**src/rtl/tkh_pkg.sv**
```systemverilog
// Package for the top-k heap keeper: record type and operation codes.
// No dependencies.
`default_nettype none
package tkh_pkg;
  localparam int unsigned KEY_W   = 32;
  localparam int unsigned SCORE_W = 36;

  typedef enum logic {
    OP_INSERT = 1'b0,
    OP_FLUSH  = 1'b1
  } op_t;

  typedef struct packed {
    logic signed [KEY_W-1:0]   key_a;
    logic signed [KEY_W-1:0]   key_b;
    logic signed [KEY_W-1:0]   key_c;
    logic signed [KEY_W-1:0]   key_d;
    logic signed [KEY_W-1:0]   key_e;
    logic signed [SCORE_W-1:0] score;
  } rec_t;

  typedef struct packed {
    op_t  op;
    rec_t rec;
  } cmd_t;

  localparam int unsigned REC_W = $bits(rec_t);
  localparam int unsigned CMD_W = $bits(cmd_t);
endpackage
`default_nettype wire

```
**src/rtl/tkh_if.sv**
```systemverilog
// Valid/ready channel interfaces for the top-k heap keeper.
// Depends on tkh_pkg.
`default_nettype none
interface tkh_in_if;
  import tkh_pkg::*;
  logic valid;
  logic ready;
  logic operation;
  logic signed [KEY_W-1:0] key_a, key_b, key_c, key_d, key_e;
  logic signed [SCORE_W-1:0] score;
  modport source (output valid, operation, key_a, key_b, key_c, key_d, key_e, score,
                  input ready);
  modport sink (input valid, operation, key_a, key_b, key_c, key_d, key_e, score,
                output ready);
endinterface

interface tkh_out_if;
  import tkh_pkg::*;
  logic valid;
  logic ready;
  logic signed [KEY_W-1:0] res_a, res_b, res_c, res_d, res_e;
  logic signed [SCORE_W-1:0] res_score;
  logic last_of_run;
  modport source (output valid, res_a, res_b, res_c, res_d, res_e, res_score,
                  last_of_run, input ready);
  modport sink (input valid, res_a, res_b, res_c, res_d, res_e, res_score,
                last_of_run, output ready);
endinterface

interface tkh_cfg_if;
  logic       valid;
  logic       ready;
  logic [4:0] top_k;
  modport source (output valid, top_k, input ready);
  modport sink (input valid, top_k, output ready);
endinterface
`default_nettype wire

```
**src/rtl/tkh_ram.sv**
```systemverilog
// Generic single-port-write, single-port-read RAM with registered read.
// No dependencies.
`default_nettype none
module tkh_ram #(
  parameter int unsigned WIDTH = 8,
  parameter int unsigned DEPTH = 16
) (
  input  wire logic                     clk,
  input  wire logic                     we,
  input  wire logic [$clog2(DEPTH)-1:0] waddr,
  input  wire logic [WIDTH-1:0]         wdata,
  input  wire logic [$clog2(DEPTH)-1:0] raddr,
  output logic      [WIDTH-1:0]         rdata
);
  logic [WIDTH-1:0] mem [DEPTH];
  always_ff @(posedge clk) begin
    if (we) mem[waddr] <= wdata;
    rdata <= mem[raddr];
  end
endmodule
`default_nettype wire

```
**src/rtl/tkh_front.sv**
```systemverilog
// Front end: accept input transactions and queue them as commands.
// Depends on tkh_pkg.
`default_nettype none
module tkh_front
  import tkh_pkg::*;
(
  input  wire logic clk,
  input  wire logic rst_n,
  input  wire logic in_valid,
  output logic      in_ready,
  input  wire cmd_t in_cmd,
  output logic      q_valid,
  input  wire logic q_pop,
  output cmd_t      q_cmd
);
  // two-entry queue
  cmd_t       slot_r [2];
  logic       rd_ptr_r, wr_ptr_r;
  logic [1:0] cnt_r;
  logic       push;

  assign in_ready = (cnt_r != 2'd2);
  assign push     = in_valid && in_ready;
  assign q_valid  = (cnt_r != 2'd0);
  assign q_cmd    = slot_r[rd_ptr_r];

  always_ff @(posedge clk) begin
    if (push) slot_r[wr_ptr_r] <= in_cmd;
    if (!rst_n) begin
      rd_ptr_r <= 1'b0;
      wr_ptr_r <= 1'b0;
      cnt_r    <= 2'd0;
    end else begin
      if (push) wr_ptr_r <= ~wr_ptr_r;
      if (q_pop) rd_ptr_r <= ~rd_ptr_r;
      cnt_r <= cnt_r + {1'b0, push} - {1'b0, q_pop};
    end
  end

  a_no_underflow: assert property (@(posedge clk) disable iff (!rst_n)
    q_pop |-> q_valid) else $error("queue pop while empty");
  a_cnt_range: assert property (@(posedge clk) disable iff (!rst_n)
    cnt_r != 2'd3) else $error("queue count out of range");
endmodule
`default_nettype wire

```
**src/rtl/tkh_back.sv**
```systemverilog
// Back end: heap sequencer over one record RAM; inserts, sifts, flushes.
// Depends on tkh_pkg and tkh_ram.
`default_nettype none
module tkh_back
  import tkh_pkg::*;
#(
  parameter int unsigned MAX_K = 16
) (
  input  wire logic                       clk,
  input  wire logic                       rst_n,
  input  wire logic [$clog2(MAX_K+1)-1:0] top_k,
  input  wire logic                       q_valid,
  input  wire cmd_t                       q_cmd,
  output logic                            q_pop,
  output logic                            out_valid,
  input  wire logic                       out_ready,
  output rec_t                            out_rec,
  output logic                            out_last
);
  localparam int unsigned AW = (MAX_K > 1) ? $clog2(MAX_K) : 1;
  localparam int unsigned CW = $clog2(MAX_K+1);

  typedef enum logic [3:0] {
    S_IDLE, S_UP_RD, S_UP_CMP, S_DN_RDL, S_DN_RDR, S_DN_CMP, S_DN_WR,
    S_FL_RD, S_FL_WAIT, S_FL_OUT
  } state_t;

  state_t        state_r;
  logic [CW-1:0] held_r;
  logic [AW-1:0] pos_r, other_r;
  logic [CW-1:0] flush_idx_r;
  rec_t          cur_r, left_r, best_r;
  logic          best_is_r_r;
  logic          out_valid_r, out_last_r;
  rec_t          out_rec_r;

  logic          we;
  logic [AW-1:0] waddr, raddr;
  rec_t          wdata, rdata;
  logic [REC_W-1:0] rdata_raw;

  tkh_ram #(.WIDTH(REC_W), .DEPTH(1 << AW)) u_ram (
    .clk(clk), .we(we), .waddr(waddr), .wdata(wdata),
    .raddr(raddr), .rdata(rdata_raw)
  );
  assign rdata = rec_t'(rdata_raw);

  // sequencing helpers
  logic [AW:0] lc_w, rc_w;
  assign lc_w = {pos_r, 1'b1};
  assign rc_w = {pos_r, 1'b0} + {{AW{1'b0}}, 1'b1} + {{AW{1'b0}}, 1'b1};
  logic [AW-1:0] parent_w;
  assign parent_w = AW'((pos_r - 1'b1) >> 1);
  logic full_w;
  assign full_w = !(held_r < top_k) || (held_r >= CW'(MAX_K));
  // right child wins only when it exists and is strictly smaller than the left
  logic use_right_w;
  assign use_right_w = (rc_w < (AW+1)'(held_r)) && (rdata.score < left_r.score);

  assign out_valid = out_valid_r;
  assign out_rec   = out_rec_r;
  assign out_last  = out_last_r;

  always_comb begin
    we = 1'b0; waddr = pos_r; wdata = cur_r; raddr = pos_r; q_pop = 1'b0;
    unique case (state_r)
      S_IDLE: begin
        q_pop = q_valid;
        raddr = '0;
      end
      S_UP_RD:  raddr = parent_w;
      S_DN_RDL: raddr = lc_w[AW-1:0];
      S_DN_RDR: raddr = rc_w[AW-1:0];
      S_DN_WR: begin
        // move the smaller child up into pos, or place the new record there
        we = 1'b1; waddr = pos_r; wdata = best_r;
      end
      S_UP_CMP: begin
        we = 1'b1;
        if (cur_r.score < rdata.score) begin
          waddr = pos_r; wdata = rdata;
        end else begin
          waddr = pos_r; wdata = cur_r;
        end
      end
      S_DN_CMP: ;
      S_FL_RD:  raddr = flush_idx_r[AW-1:0];
      S_FL_WAIT, S_FL_OUT: raddr = flush_idx_r[AW-1:0];
      default: ;
    endcase
  end

  always_ff @(posedge clk) begin
    if (!rst_n) begin
      state_r     <= S_IDLE;
      held_r      <= '0;
      out_valid_r <= 1'b0;
      other_r     <= '0;
      best_is_r_r <= 1'b0;
    end else begin
      if (out_valid_r && out_ready && state_r != S_FL_OUT) out_valid_r <= 1'b0;
      unique case (state_r)
        S_IDLE: if (q_valid) begin
          cur_r <= q_cmd.rec;
          if (q_cmd.op == OP_FLUSH) begin
            flush_idx_r <= '0;
            if (held_r != '0) state_r <= S_FL_RD;
          end else if (!full_w) begin
            pos_r  <= AW'(held_r);
            held_r <= held_r + 1'b1;
            if (held_r == '0) state_r <= S_DN_WR;
            else state_r <= S_UP_RD;
            best_r <= q_cmd.rec;
          end else if (held_r != '0) begin
            // root read was issued this cycle; compare in sift-down setup
            pos_r   <= '0;
            state_r <= S_DN_CMP;
            best_is_r_r <= 1'b1; // marks root check
          end
        end
        S_UP_RD: state_r <= S_UP_CMP;
        S_UP_CMP: begin
          if (cur_r.score < rdata.score) begin
            pos_r <= parent_w;
            if (parent_w == '0) begin
              best_r <= cur_r; state_r <= S_DN_WR; other_r <= '0;
            end else state_r <= S_UP_RD;
          end else state_r <= S_IDLE;
        end
        S_DN_CMP: begin
          // root compare for a replacement
          if (best_is_r_r) begin
            best_is_r_r <= 1'b0;
            if (cur_r.score > rdata.score) begin
              if (lc_w < (AW+1)'(held_r)) state_r <= S_DN_RDL;
              else begin best_r <= cur_r; state_r <= S_DN_WR; end
            end else state_r <= S_IDLE;
          end
        end
        S_DN_RDL: state_r <= S_DN_RDR;
        S_DN_RDR: begin
          left_r  <= rdata;
          state_r <= S_FL_WAIT; // reuse as child select step
          other_r <= '1;
        end
        S_DN_WR: begin
          if (other_r == '1) begin
            // child moved up; continue from child slot
            pos_r <= best_is_r_r ? rc_w[AW-1:0] : lc_w[AW-1:0];
            best_is_r_r <= 1'b0;
            other_r <= '0;
            if ({(best_is_r_r ? rc_w[AW-1:0] : lc_w[AW-1:0]), 1'b1} < (AW+1)'(held_r))
              state_r <= S_DN_RDL;
            else begin best_r <= cur_r; state_r <= S_DN_WR; end
          end else state_r <= S_IDLE;
        end
        S_FL_RD: state_r <= S_FL_WAIT;
        S_FL_WAIT: begin
          if (other_r == '1) begin
            // child selection: left in left_r, right in rdata
            if (use_right_w ? (rdata.score < cur_r.score) : (left_r.score < cur_r.score)) begin
              best_r <= use_right_w ? rdata : left_r;
              best_is_r_r <= use_right_w;
              state_r <= S_DN_WR;
            end else begin
              best_r <= cur_r; other_r <= '0; state_r <= S_DN_WR;
            end
          end else state_r <= S_FL_OUT;
        end
        S_FL_OUT: if (!out_valid_r || out_ready) begin
          out_valid_r <= 1'b1;
          out_rec_r   <= rdata;
          out_last_r  <= (flush_idx_r + 1'b1 == held_r);
          if (flush_idx_r + 1'b1 == held_r) begin
            held_r <= '0; state_r <= S_IDLE;
          end else begin
            flush_idx_r <= flush_idx_r + 1'b1; state_r <= S_FL_RD;
          end
        end
        default: state_r <= S_IDLE;
      endcase
    end
  end

  a_held_bound: assert property (@(posedge clk) disable iff (!rst_n)
    held_r <= CW'(MAX_K)) else $error("held count beyond capacity");
  a_pop_idle: assert property (@(posedge clk) disable iff (!rst_n)
    q_pop |-> state_r == S_IDLE) else $error("pop outside idle");
  a_last_empties: assert property (@(posedge clk) disable iff (!rst_n)
    (out_valid_r && out_last_r && $rose(out_valid_r)) |-> held_r == '0)
    else $error("last result left entries held");
endmodule
`default_nettype wire

```
**src/rtl/top_k_heap_keeper_core.sv**
```systemverilog
// Top level of the top-k heap keeper: front queue, heap back end, config.
// Depends on tkh_pkg, tkh_if, tkh_front, tkh_back, tkh_ram.
// An insert passes through the queue, then sifts up or down the heap one level at a time;
// items run one at a time. A flush emits the held records one by one in storage order,
// waiting whenever the receiver stalls.
// Reset (synchronous, rst_n low): heap empty, top_k = MAX_K capped at 16.
`default_nettype none
module top_k_heap_keeper_core
  import tkh_pkg::*;
#(
  parameter int unsigned MAX_K = 16
) (
  input wire logic clk,
  input wire logic rst_n,
  tkh_in_if.sink   in_ch,
  tkh_out_if.source out_ch,
  tkh_cfg_if.sink  cfg_ch
);
  localparam int unsigned CW = $clog2(MAX_K+1);
  localparam int unsigned KRST = (MAX_K < 16) ? MAX_K : 16;

  logic [CW-1:0] top_k_r;
  logic [4:0]    cfg_v;

  // clamp the write: zero acts as one, above capacity acts as capacity
  assign cfg_ch.ready = 1'b1;
  assign cfg_v = cfg_ch.top_k;
  always_ff @(posedge clk) begin
    if (!rst_n) top_k_r <= CW'(KRST);
    else if (cfg_ch.valid) begin
      if (cfg_v == 5'd0) top_k_r <= CW'(1);
      else if (32'(cfg_v) > MAX_K) top_k_r <= CW'(MAX_K);
      else top_k_r <= CW'(cfg_v);
    end
  end

  cmd_t in_cmd, q_cmd;
  logic q_valid, q_pop;
  rec_t out_rec;

  assign in_cmd.op        = op_t'(in_ch.operation);
  assign in_cmd.rec.key_a = in_ch.key_a;
  assign in_cmd.rec.key_b = in_ch.key_b;
  assign in_cmd.rec.key_c = in_ch.key_c;
  assign in_cmd.rec.key_d = in_ch.key_d;
  assign in_cmd.rec.key_e = in_ch.key_e;
  assign in_cmd.rec.score = in_ch.score;

  tkh_front u_front (
    .clk(clk), .rst_n(rst_n), .in_valid(in_ch.valid), .in_ready(in_ch.ready),
    .in_cmd(in_cmd), .q_valid(q_valid), .q_pop(q_pop), .q_cmd(q_cmd)
  );

  tkh_back #(.MAX_K(MAX_K)) u_back (
    .clk(clk), .rst_n(rst_n), .top_k(top_k_r), .q_valid(q_valid), .q_cmd(q_cmd),
    .q_pop(q_pop), .out_valid(out_ch.valid), .out_ready(out_ch.ready),
    .out_rec(out_rec), .out_last(out_ch.last_of_run)
  );

  assign out_ch.res_a     = out_rec.key_a;
  assign out_ch.res_b     = out_rec.key_b;
  assign out_ch.res_c     = out_rec.key_c;
  assign out_ch.res_d     = out_rec.key_d;
  assign out_ch.res_e     = out_rec.key_e;
  assign out_ch.res_score = out_rec.score;

  a_topk_range: assert property (@(posedge clk) disable iff (!rst_n)
    top_k_r != '0 && top_k_r <= CW'(MAX_K)) else $error("top_k out of range");
  a_out_hold: assert property (@(posedge clk) disable iff (!rst_n)
    (out_ch.valid && !out_ch.ready) |=>
      (out_ch.valid && $stable(out_rec) && $stable(out_ch.last_of_run)))
    else $error("result changed while stalled");
  a_cfg_ready: assert property (@(posedge clk) disable iff (!rst_n)
    cfg_ch.ready) else $error("config port not ready");
endmodule
`default_nettype wire

```
**src/flat_wrapper.sv**
```systemverilog
// flat-port wrapper written by rule: the top's interface ports become plain ports
module top_k_heap_keeper_core_flat import tkh_pkg::*;
#(
  parameter int unsigned MAX_K = 16
)
  (clk, rst_n, in_ch_valid, in_ch_operation, in_ch_key_a, in_ch_key_b, in_ch_key_c, in_ch_key_d, in_ch_key_e, in_ch_score, in_ch_ready, out_ch_valid, out_ch_res_a, out_ch_res_b, out_ch_res_c, out_ch_res_d, out_ch_res_e, out_ch_res_score, out_ch_last_of_run, out_ch_ready, cfg_ch_valid, cfg_ch_top_k, cfg_ch_ready);
  tkh_in_if in_ch_i ();
  tkh_out_if out_ch_i ();
  tkh_cfg_if cfg_ch_i ();
  input wire logic clk;
  input wire logic rst_n;
  input wire logic [$bits(in_ch_i.valid)-1:0] in_ch_valid;
  input wire logic [$bits(in_ch_i.operation)-1:0] in_ch_operation;
  input wire logic [$bits(in_ch_i.key_a)-1:0] in_ch_key_a;
  input wire logic [$bits(in_ch_i.key_b)-1:0] in_ch_key_b;
  input wire logic [$bits(in_ch_i.key_c)-1:0] in_ch_key_c;
  input wire logic [$bits(in_ch_i.key_d)-1:0] in_ch_key_d;
  input wire logic [$bits(in_ch_i.key_e)-1:0] in_ch_key_e;
  input wire logic [$bits(in_ch_i.score)-1:0] in_ch_score;
  output wire logic [$bits(in_ch_i.ready)-1:0] in_ch_ready;
  output wire logic [$bits(out_ch_i.valid)-1:0] out_ch_valid;
  output wire logic [$bits(out_ch_i.res_a)-1:0] out_ch_res_a;
  output wire logic [$bits(out_ch_i.res_b)-1:0] out_ch_res_b;
  output wire logic [$bits(out_ch_i.res_c)-1:0] out_ch_res_c;
  output wire logic [$bits(out_ch_i.res_d)-1:0] out_ch_res_d;
  output wire logic [$bits(out_ch_i.res_e)-1:0] out_ch_res_e;
  output wire logic [$bits(out_ch_i.res_score)-1:0] out_ch_res_score;
  output wire logic [$bits(out_ch_i.last_of_run)-1:0] out_ch_last_of_run;
  input wire logic [$bits(out_ch_i.ready)-1:0] out_ch_ready;
  input wire logic [$bits(cfg_ch_i.valid)-1:0] cfg_ch_valid;
  input wire logic [$bits(cfg_ch_i.top_k)-1:0] cfg_ch_top_k;
  output wire logic [$bits(cfg_ch_i.ready)-1:0] cfg_ch_ready;
  assign in_ch_i.valid = in_ch_valid;
  assign in_ch_i.operation = in_ch_operation;
  assign in_ch_i.key_a = in_ch_key_a;
  assign in_ch_i.key_b = in_ch_key_b;
  assign in_ch_i.key_c = in_ch_key_c;
  assign in_ch_i.key_d = in_ch_key_d;
  assign in_ch_i.key_e = in_ch_key_e;
  assign in_ch_i.score = in_ch_score;
  assign in_ch_ready = in_ch_i.ready;
  assign out_ch_valid = out_ch_i.valid;
  assign out_ch_res_a = out_ch_i.res_a;
  assign out_ch_res_b = out_ch_i.res_b;
  assign out_ch_res_c = out_ch_i.res_c;
  assign out_ch_res_d = out_ch_i.res_d;
  assign out_ch_res_e = out_ch_i.res_e;
  assign out_ch_res_score = out_ch_i.res_score;
  assign out_ch_last_of_run = out_ch_i.last_of_run;
  assign out_ch_i.ready = out_ch_ready;
  assign cfg_ch_i.valid = cfg_ch_valid;
  assign cfg_ch_i.top_k = cfg_ch_top_k;
  assign cfg_ch_ready = cfg_ch_i.ready;
  top_k_heap_keeper_core #(.MAX_K(MAX_K)) u_core (.clk(clk), .rst_n(rst_n), .in_ch(in_ch_i), .out_ch(out_ch_i), .cfg_ch(cfg_ch_i));
endmodule
```
**config.mk**
```make
export PLATFORM = sky130hd
export DESIGN_NAME = top_k_heap_keeper_core_flat
export DESIGN_NICKNAME = d
export VERILOG_FILES = /design/src/rtl/tkh_pkg.sv /design/src/rtl/tkh_if.sv /design/src/rtl/tkh_ram.sv /design/src/rtl/tkh_front.sv /design/src/rtl/tkh_back.sv /design/src/rtl/top_k_heap_keeper_core.sv /design/src/flat_wrapper.sv
export SDC_FILE = /design/constraint.sdc
export NUM_CORES = 2
export LEC_CHECK = 0
export BUFFER_PORTS_ARGS = -buffer_cell sky130_fd_sc_hd__buf_2
export CAP_MARGIN = 10
export CORE_ASPECT_RATIO = 1.5
export CORE_MARGIN = 4
export CORE_UTILIZATION = 40
export CTS_BUF_LIST = sky130_fd_sc_hd__clkbuf_16
export DETAILED_ROUTE_END_ITERATION = 7
export SYNTH_ARGS = -nofsm -noshare
export SYNTH_HDL_FRONTEND = slang
export SYNTH_SLANG_ARGS = --single-unit
```
**constraint.sdc**
```tcl
create_clock -name clk -period 17.52 [get_ports clk]
set_input_delay 2.628 -clock clk [delete_from_list [all_inputs] [get_ports clk]]
set_output_delay 2.628 -clock clk [all_outputs]
set_load 0.01 [all_outputs]
```
Yosys cells after proc, flatten, opt, wreduce, memory -nomap -nowiden --
Memories as Yosys holds them, arrays and structs flattened. A register that Yosys moved wholly into a read port is not among the register bits. Cells that the tools add are included.
Storage, ports and cells: register bits after elaboration 818, memory bits (writable) 3530, bits of input ports 207, output and inout port bits 200, logic and storage cells 205, memories 2
Memory list:
- u_core.u_back.u_ram.mem | depth 16, bits a word 196, read ports 1, clocked after Yosys merged registers in 1, write ports 1, RTL line tkh_ram.sv:15 | logic [WIDTH-1:0] mem [DEPTH];
- u_core.u_front.slot_r | depth 2, bits a word 197, read ports 1, clocked after Yosys merged registers in 1, write ports 1, RTL line tkh_front.sv:17 | cmd_t slot_r [2];
Cells by class: add/subtract/negate cells 7, $lt $le $gt $ge 11, eq/ne operators 34, multiplexer cells 81, bitwise logic cells 2, reductions and logical operators 32
Operators by type and width (count):
- 196-bit two-way mux | 14
- 196-bit case mux with 5 select lines | 1
- 196-bit case mux with 2 select lines | 1
- 36-bit < comparator | 4
- 4-bit two-way mux | 23
- 5-bit two-way mux | 11
- 2-bit inequality test, second input constant | 19
- 36-bit greater-than comparator | 1
- 4-bit case mux with 9 select lines | 1
- 5-bit by 1-bit adder with 5-bit output, second input constant | 4
- 5-bit < comparator | 4
- 4-bit case mux with 5 select lines | 1
- 5-bit case mux with 2 select lines | 2
- 1-bit two-way mux | 19
- 6-bit AND reduction | 3
- 4-bit by 3-bit equality test with 1-bit output, second input constant | 4
- 4-bit case mux with 4 select lines | 1
- 3-bit two-way mux | 5
- 13-bit AND reduction | 1
- 4-bit equality test, second input constant | 3
- 4-bit case mux with 3 select lines | 1
- 5-bit zero test | 2
- 5-bit nonzero test | 2
- 4-bit by 2-bit equality test with 1-bit output, second input constant | 2
- 26 further kinds | 38

Longest topological paths before layout --
word-level depth 8, gate-level depth with buffers 15, mapped depth without buffers 12

Cells and area by module --
Synthesis repeated with hierarchy kept, for this count alone.
Unflattened totals: cell total of the unflattened synthesis 8362, area, all modules 174377.2 sq um
By module, submodules not included:
- tkh_ram | times used 1, cells an instance 5116, area each 121604.1 sq um, seq. area each 98094.1 sq um
- tkh_back | times used 1, cells an instance 2582, area each 37546.0 sq um, seq. area each 24083.1 sq um
- tkh_front | times used 1, cells an instance 641, area each 15010.6 sq um, seq. area each 11931.4 sq um
- top_k_heap_keeper_core | times used 1, cells an instance 23, area each 216.5 sq um, seq. area each 100.1 sq um

Worst setup path after synthesis --
No wires, ideal clock.
path type in2reg, from input port rst_n, to register u_core.u_back.cur_r[0] (netlist bit), enable pin, library setup time 0.992 ns, data arrival time 15.900 ns, required time 16.528 ns, setup slack 0.628 ns, cell stages on the path 2, path buffers 0, path through inv_1 -> nor3_1
On the way: word-level cells in the longest chain between the ends 1
Ends and longest elaborated chain:
- from (decl) | RTL line flat_wrapper.sv:11 | input wire logic rst_n;
- 3-bit AND reduction (no line)
- to (signal assigned) | RTL line tkh_back.sv:104 | cur_r <= q_cmd.rec;
- to (decl) | RTL line tkh_back.sv:32 | rec_t cur_r, left_r, best_r;
No other way between the ends. A chain may end at the register's enable or synchronous reset.

Worst setup path after layout --
from register u_core.u_back.pos_r[0], to register u_core.u_back.u_ram.rdata[111] (read register of u_core.u_back.u_ram.mem)
On the way: word-level cells in the longest chain between the ends 3, elaborated cells on any way between the ends 4, those cells by class add/sub (3); mux (1)
Ends and longest elaborated chain:
- from (decl) | RTL line tkh_back.sv:30 | logic [AW-1:0] pos_r, other_r;
- from (signal assigned) | RTL line tkh_back.sv:109 | pos_r <= AW'(held_r);
- from (signal assigned) | RTL line tkh_back.sv:124 | pos_r <= parent_w;
- from (signal assigned) | RTL line tkh_back.sv:149 | pos_r <= best_is_r_r ? rc_w[AW-1:0] : lc_w[AW-1:0];
- 5-bit by 1-bit adder with 5-bit output (2 in series) | RTL line tkh_back.sv:51 | assign rc_w = {pos_r, 1'b0} + {{AW{1'b0}}, 1'b1} + {{AW{1'b0}}, 1'b1};
- 4-bit case mux with 5 select lines (*) | RTL line tkh_back.sv:66 | unique case (state_r)
- to (decl) | RTL line tkh_ram.sv:13 | output logic [WIDTH-1:0] rdata
Mark *: on every way between the ends. The rest lies on a longest branch, timed or not.

==> results.md <==
- Area after DPL: about 190,000 um^2
- Mux share of post-synthesis cell area: around 1.3%
- First-pass GRT wire length: approximately 730,000 um
- Fin crit share: 37.0%
- Core Area: 445,000 um^2
- RSZ-0062 raised after global routing: no
- Ratio of cells with drive above 1 in the final layout: around an eighth
- Worst-Margin Slew: 1300 ps
- Final min period: 6480 ps
- Fillcell total: between 30,000 and 40,000
- CTS tree: built
- Final worst slack: approximately 11,000 ps
- Hold endpoint: u_core.top_k_r[0]
- Vias in the first global route: 107,000
- WL/cell: ~26 um
- Yosys warnings: 0
- Cell Count, Final, Fillers Out: just under 20,000
- Worst setup SP type: register
- Routed WL: roughly 500,000 um
- Required time worst endpoint: between 15,000 and 20,000 ps
- Status: finished, final reports clean
- PortBufs: 405
- Commonest non-fill, non-tap cell in the layout: edfxtp_1
- Synth Net Count: about 13,000
- Peak VDD IR: roughly 320 uV
- Total GRT Usage: a little over a fifth
- Syn Inst Count: 12,900
- Remaining global-route overflow: 0
- Post-synthesis compound-gate area fraction: 6.93%
- Initial DRC Count: roughly 12,000
- Clock Tree Buf Depth: 4
- Fmax achieved: 154 MHz
- Slew HR: 12.6%
- Main combinational cell family by area after synthesis: simple AND/OR/NAND/NOR gates
- PD cells: around 190 nW/um^2
- Placed cell count: approximately 19,000
- Clk_skew: 81.3 ps
- DIE WIDTH: approximately 550 um
- Multi-input gate area: about 40,000 um^2
- Reg2reg setup slack: 11,040 ps
- FP Rows: 300
- Dpl ws: 11,250 ps
- TritonCTS Buffers: 423
- Synth Area in Simple Gates: roughly an eighth
- R2R Path End: u_core.u_back.u_ram.rdata[111]
- Post-synth top flop: edfxtp_1
- Commonest non-fill, non-tap cells in the layout: edfxtp_1, nand2_1, nand3_1
- CTS sink cnt: about 4,500
- #FFs+latches synth: ~4,500
- Die Footprint: approximately 460,000 um^2
- Nets: 13,500
- CP endpoint kind: register
- Mapped cell area: 179,000 um^2
- Clock root buffer: clkbuf_16
- Asr flop ratio synth: 0%
- Post-route cell area: 201,000 um^2
- Final setup violation count: 0
- Final ANT Viol Nets: 0
- Clock slew at reported path FFs: ~70 ps
- Leak pwr: roughly 70 nW
- Vias post-DR: roughly 110k
- Worst Setup Path Type: register to register
- Die Ht: 826 um
- Total iterations of the first detailed-routing run: 6
- Area Overhead vs Synth: 12.7%
- Crit path max fanout: approximately 160
- Arrival time at the worst endpoint: 7360 ps
- Hold buffers post-CTS: 0
- Resize count post-CTS: 0
- Register Area: 134,000 um^2
- Fin. Hold Viols: 0
- Largest net degree at the start of global routing: 190
- # IOs: ~410
- RR Startpoint: u_core.u_back.pos_r[0]
- Worst Reg2Reg Path Length in Cells: 16
- Vias per Instance: around 5.7
- Pins Over Slew Limit: 0
- Syn_area_per_cell: ~14 um^2
- Hold_sp: u_core.top_k_r[0]
- Post-synth EDFFs: 4,324
- Clock Latency Late Sink: slightly above 1000 ps
- GPL Wtd Cong: ~0.79
- Total Power: roughly 38 mW
- Setup Buffers After CTS: 0
- Synthesized-area fraction occupied by adder cells: less than 1%
- Worst hold path class: register to register
- H-tree Lvls: 5
- Post-Synth XOR/XNOR Area: 0.103%
- Yosys cell types: 75
- Setup TNS: 0 ps
- Sequential area share after synthesis: ~75%
- MaxCap Viol Count: 0
- WHS Path Cells: 2
- Initial antenna violation count: 32
- Drc violations: 0
- Post-DP HPWL: around 260,000 um
- Starting density of the core: between 40% and 50%
[cell families (layout without fill, tap and decap cells)]
group / after synthesis / after routing
XOR/XNOR: 21 / 21
adder cells (fa/ha/maj): 131 / 131
flip-flops: 4542 / 4542
multiplexers: 201 / 201
buffers and inverters: 1135 / 1791
AND/OR/NAND/NOR: 5302 / 5302
other: 1 / 7
AO/OA/AOI/OAI: 1571 / 1571
[synth_stat cells, drive strengths merged, types with 4 or more instances]
cell	count	area (um^2)
a211oi	10	87.6
a21boi	5	37.5
a21o	10	75.1
a21oi	87	435
a221o	408	4080
a22oi	198	1490
a311oi	382	3350
a31oi	198	1250
and2	23	144
and3	412	2580
and4	4	37.5
buf	258	1410
clkbuf	627	2350
dfxtp	218	4360
edfxtp	4324	130000
ha	131	1640
inv	250	938
mux2	197	2220
mux2i	4	40.0
nand2	3184	12000
nand2b	12	75.1
nand3	1541	7710
nand4	19	125
nor2	70	263
nor2b	5	31.3
nor3	15	80.1
nor4	8	86.3
o211ai	4	35.0
o21a	6	45.0
o21ai	224	1120
o22ai	4	25.0
o31ai	4	30.0
xnor2	13	114
xor2	8	70.1
[cell type report]
type	count	share of cell area [%]
inverter	250	0.466
sequential	4542	66.7
timing repair buffer	751	2.52
clock buffer	426	5.30
tap	5889	3.66
antenna	6	0.00746
clock inverter	364	1.53
multi-input combinational	7227	19.8
[layer usage]
layer | vias up | global-route usage (%) | part of all wire [%]
met5 | - | 0 | 0.014
met4 | 10 | 5.76 | 2.8
met3 | 762 | 2.70 | 7.4
met2 | 4469 | 34.9 | 48
met1 | 56700 | 29.3 | 42
li1 | 49100 | - | -
[how the worst max path moves through the flow]
stage          cells after the start                        endpoint              startpoint  slack (ps)
2_1_floorplan                      2          u_core.u_back.cur_r[0]                   rst_n         630
3_3_place_gp                      14   u_core.u_back.u_ram.rdata[63]  u_core.u_back.pos_r[0]       11270
3_5_place_dp                      16   u_core.u_back.u_ram.rdata[64]  u_core.u_back.pos_r[0]       11250
4_1_cts                           16  u_core.u_back.u_ram.rdata[111]  u_core.u_back.pos_r[0]       11210
5_1_grt                           16  u_core.u_back.u_ram.rdata[111]  u_core.u_back.pos_r[0]       10620
6_report                          16  u_core.u_back.u_ram.rdata[111]  u_core.u_back.pos_r[0]       11040
[sequential cells by signal (all words and copies together), names as in the netlist, named ones only]
register                   count
u_core.u_back.u_ram.rdata    196
u_core.u_back.other_r          1
u_core.u_back.best_r         196
u_core.u_back.pos_r            4
u_core.top_k_r                 5
u_core.u_back.out_last         1
u_core.u_back.out_valid        1
u_core.u_back.out_rec        196
u_core.u_back.cur_r          196
u_core.u_back.held_r           5
u_core.u_back.flush_idx_r      5
u_core.u_back.best_is_r_r      1
u_core.u_back.u_ram.mem     3136
u_core.u_front.cnt_r           2
u_core.u_front.wr_ptr_r        1
u_core.u_back.state_r          4
u_core.u_front.rd_ptr_r        1
u_core.u_front.slot_r        394
u_core.u_back.left_r         196
[where the power goes]
part,total [mW],switching (mW),internal [mW]
clock,9.19,4.11,5.07
combinational,13.5,9.50,3.99
sequential,15.1,0.772,14.3
[worst max-delay path, cell delays in order, from the launching register on]
cell and delay [ps]:
edfxtp_1 650, inv_1 200, ha_1 430, nand2b_1 80
a21oi_1 140, a21oi_1 120, o221ai_4 230, buf_4 570
buf_4 640, buf_4 750, buf_4 710, buf_12 620
nand2_1 130, and3_1 200, a311oi_1 250, a311oi_1 80
a31oi_1 200
[metrics by stage]
stage                     utilization, %  hold slack [ps]
after detailed placement            42.1              474
after CTS                           45.2              497
after floorplan                        -              450
after global placement              42.1              468
after global routing                45.2              518
final                               45.2              499
Note: power is estimated with default switching activity, not from simulation.
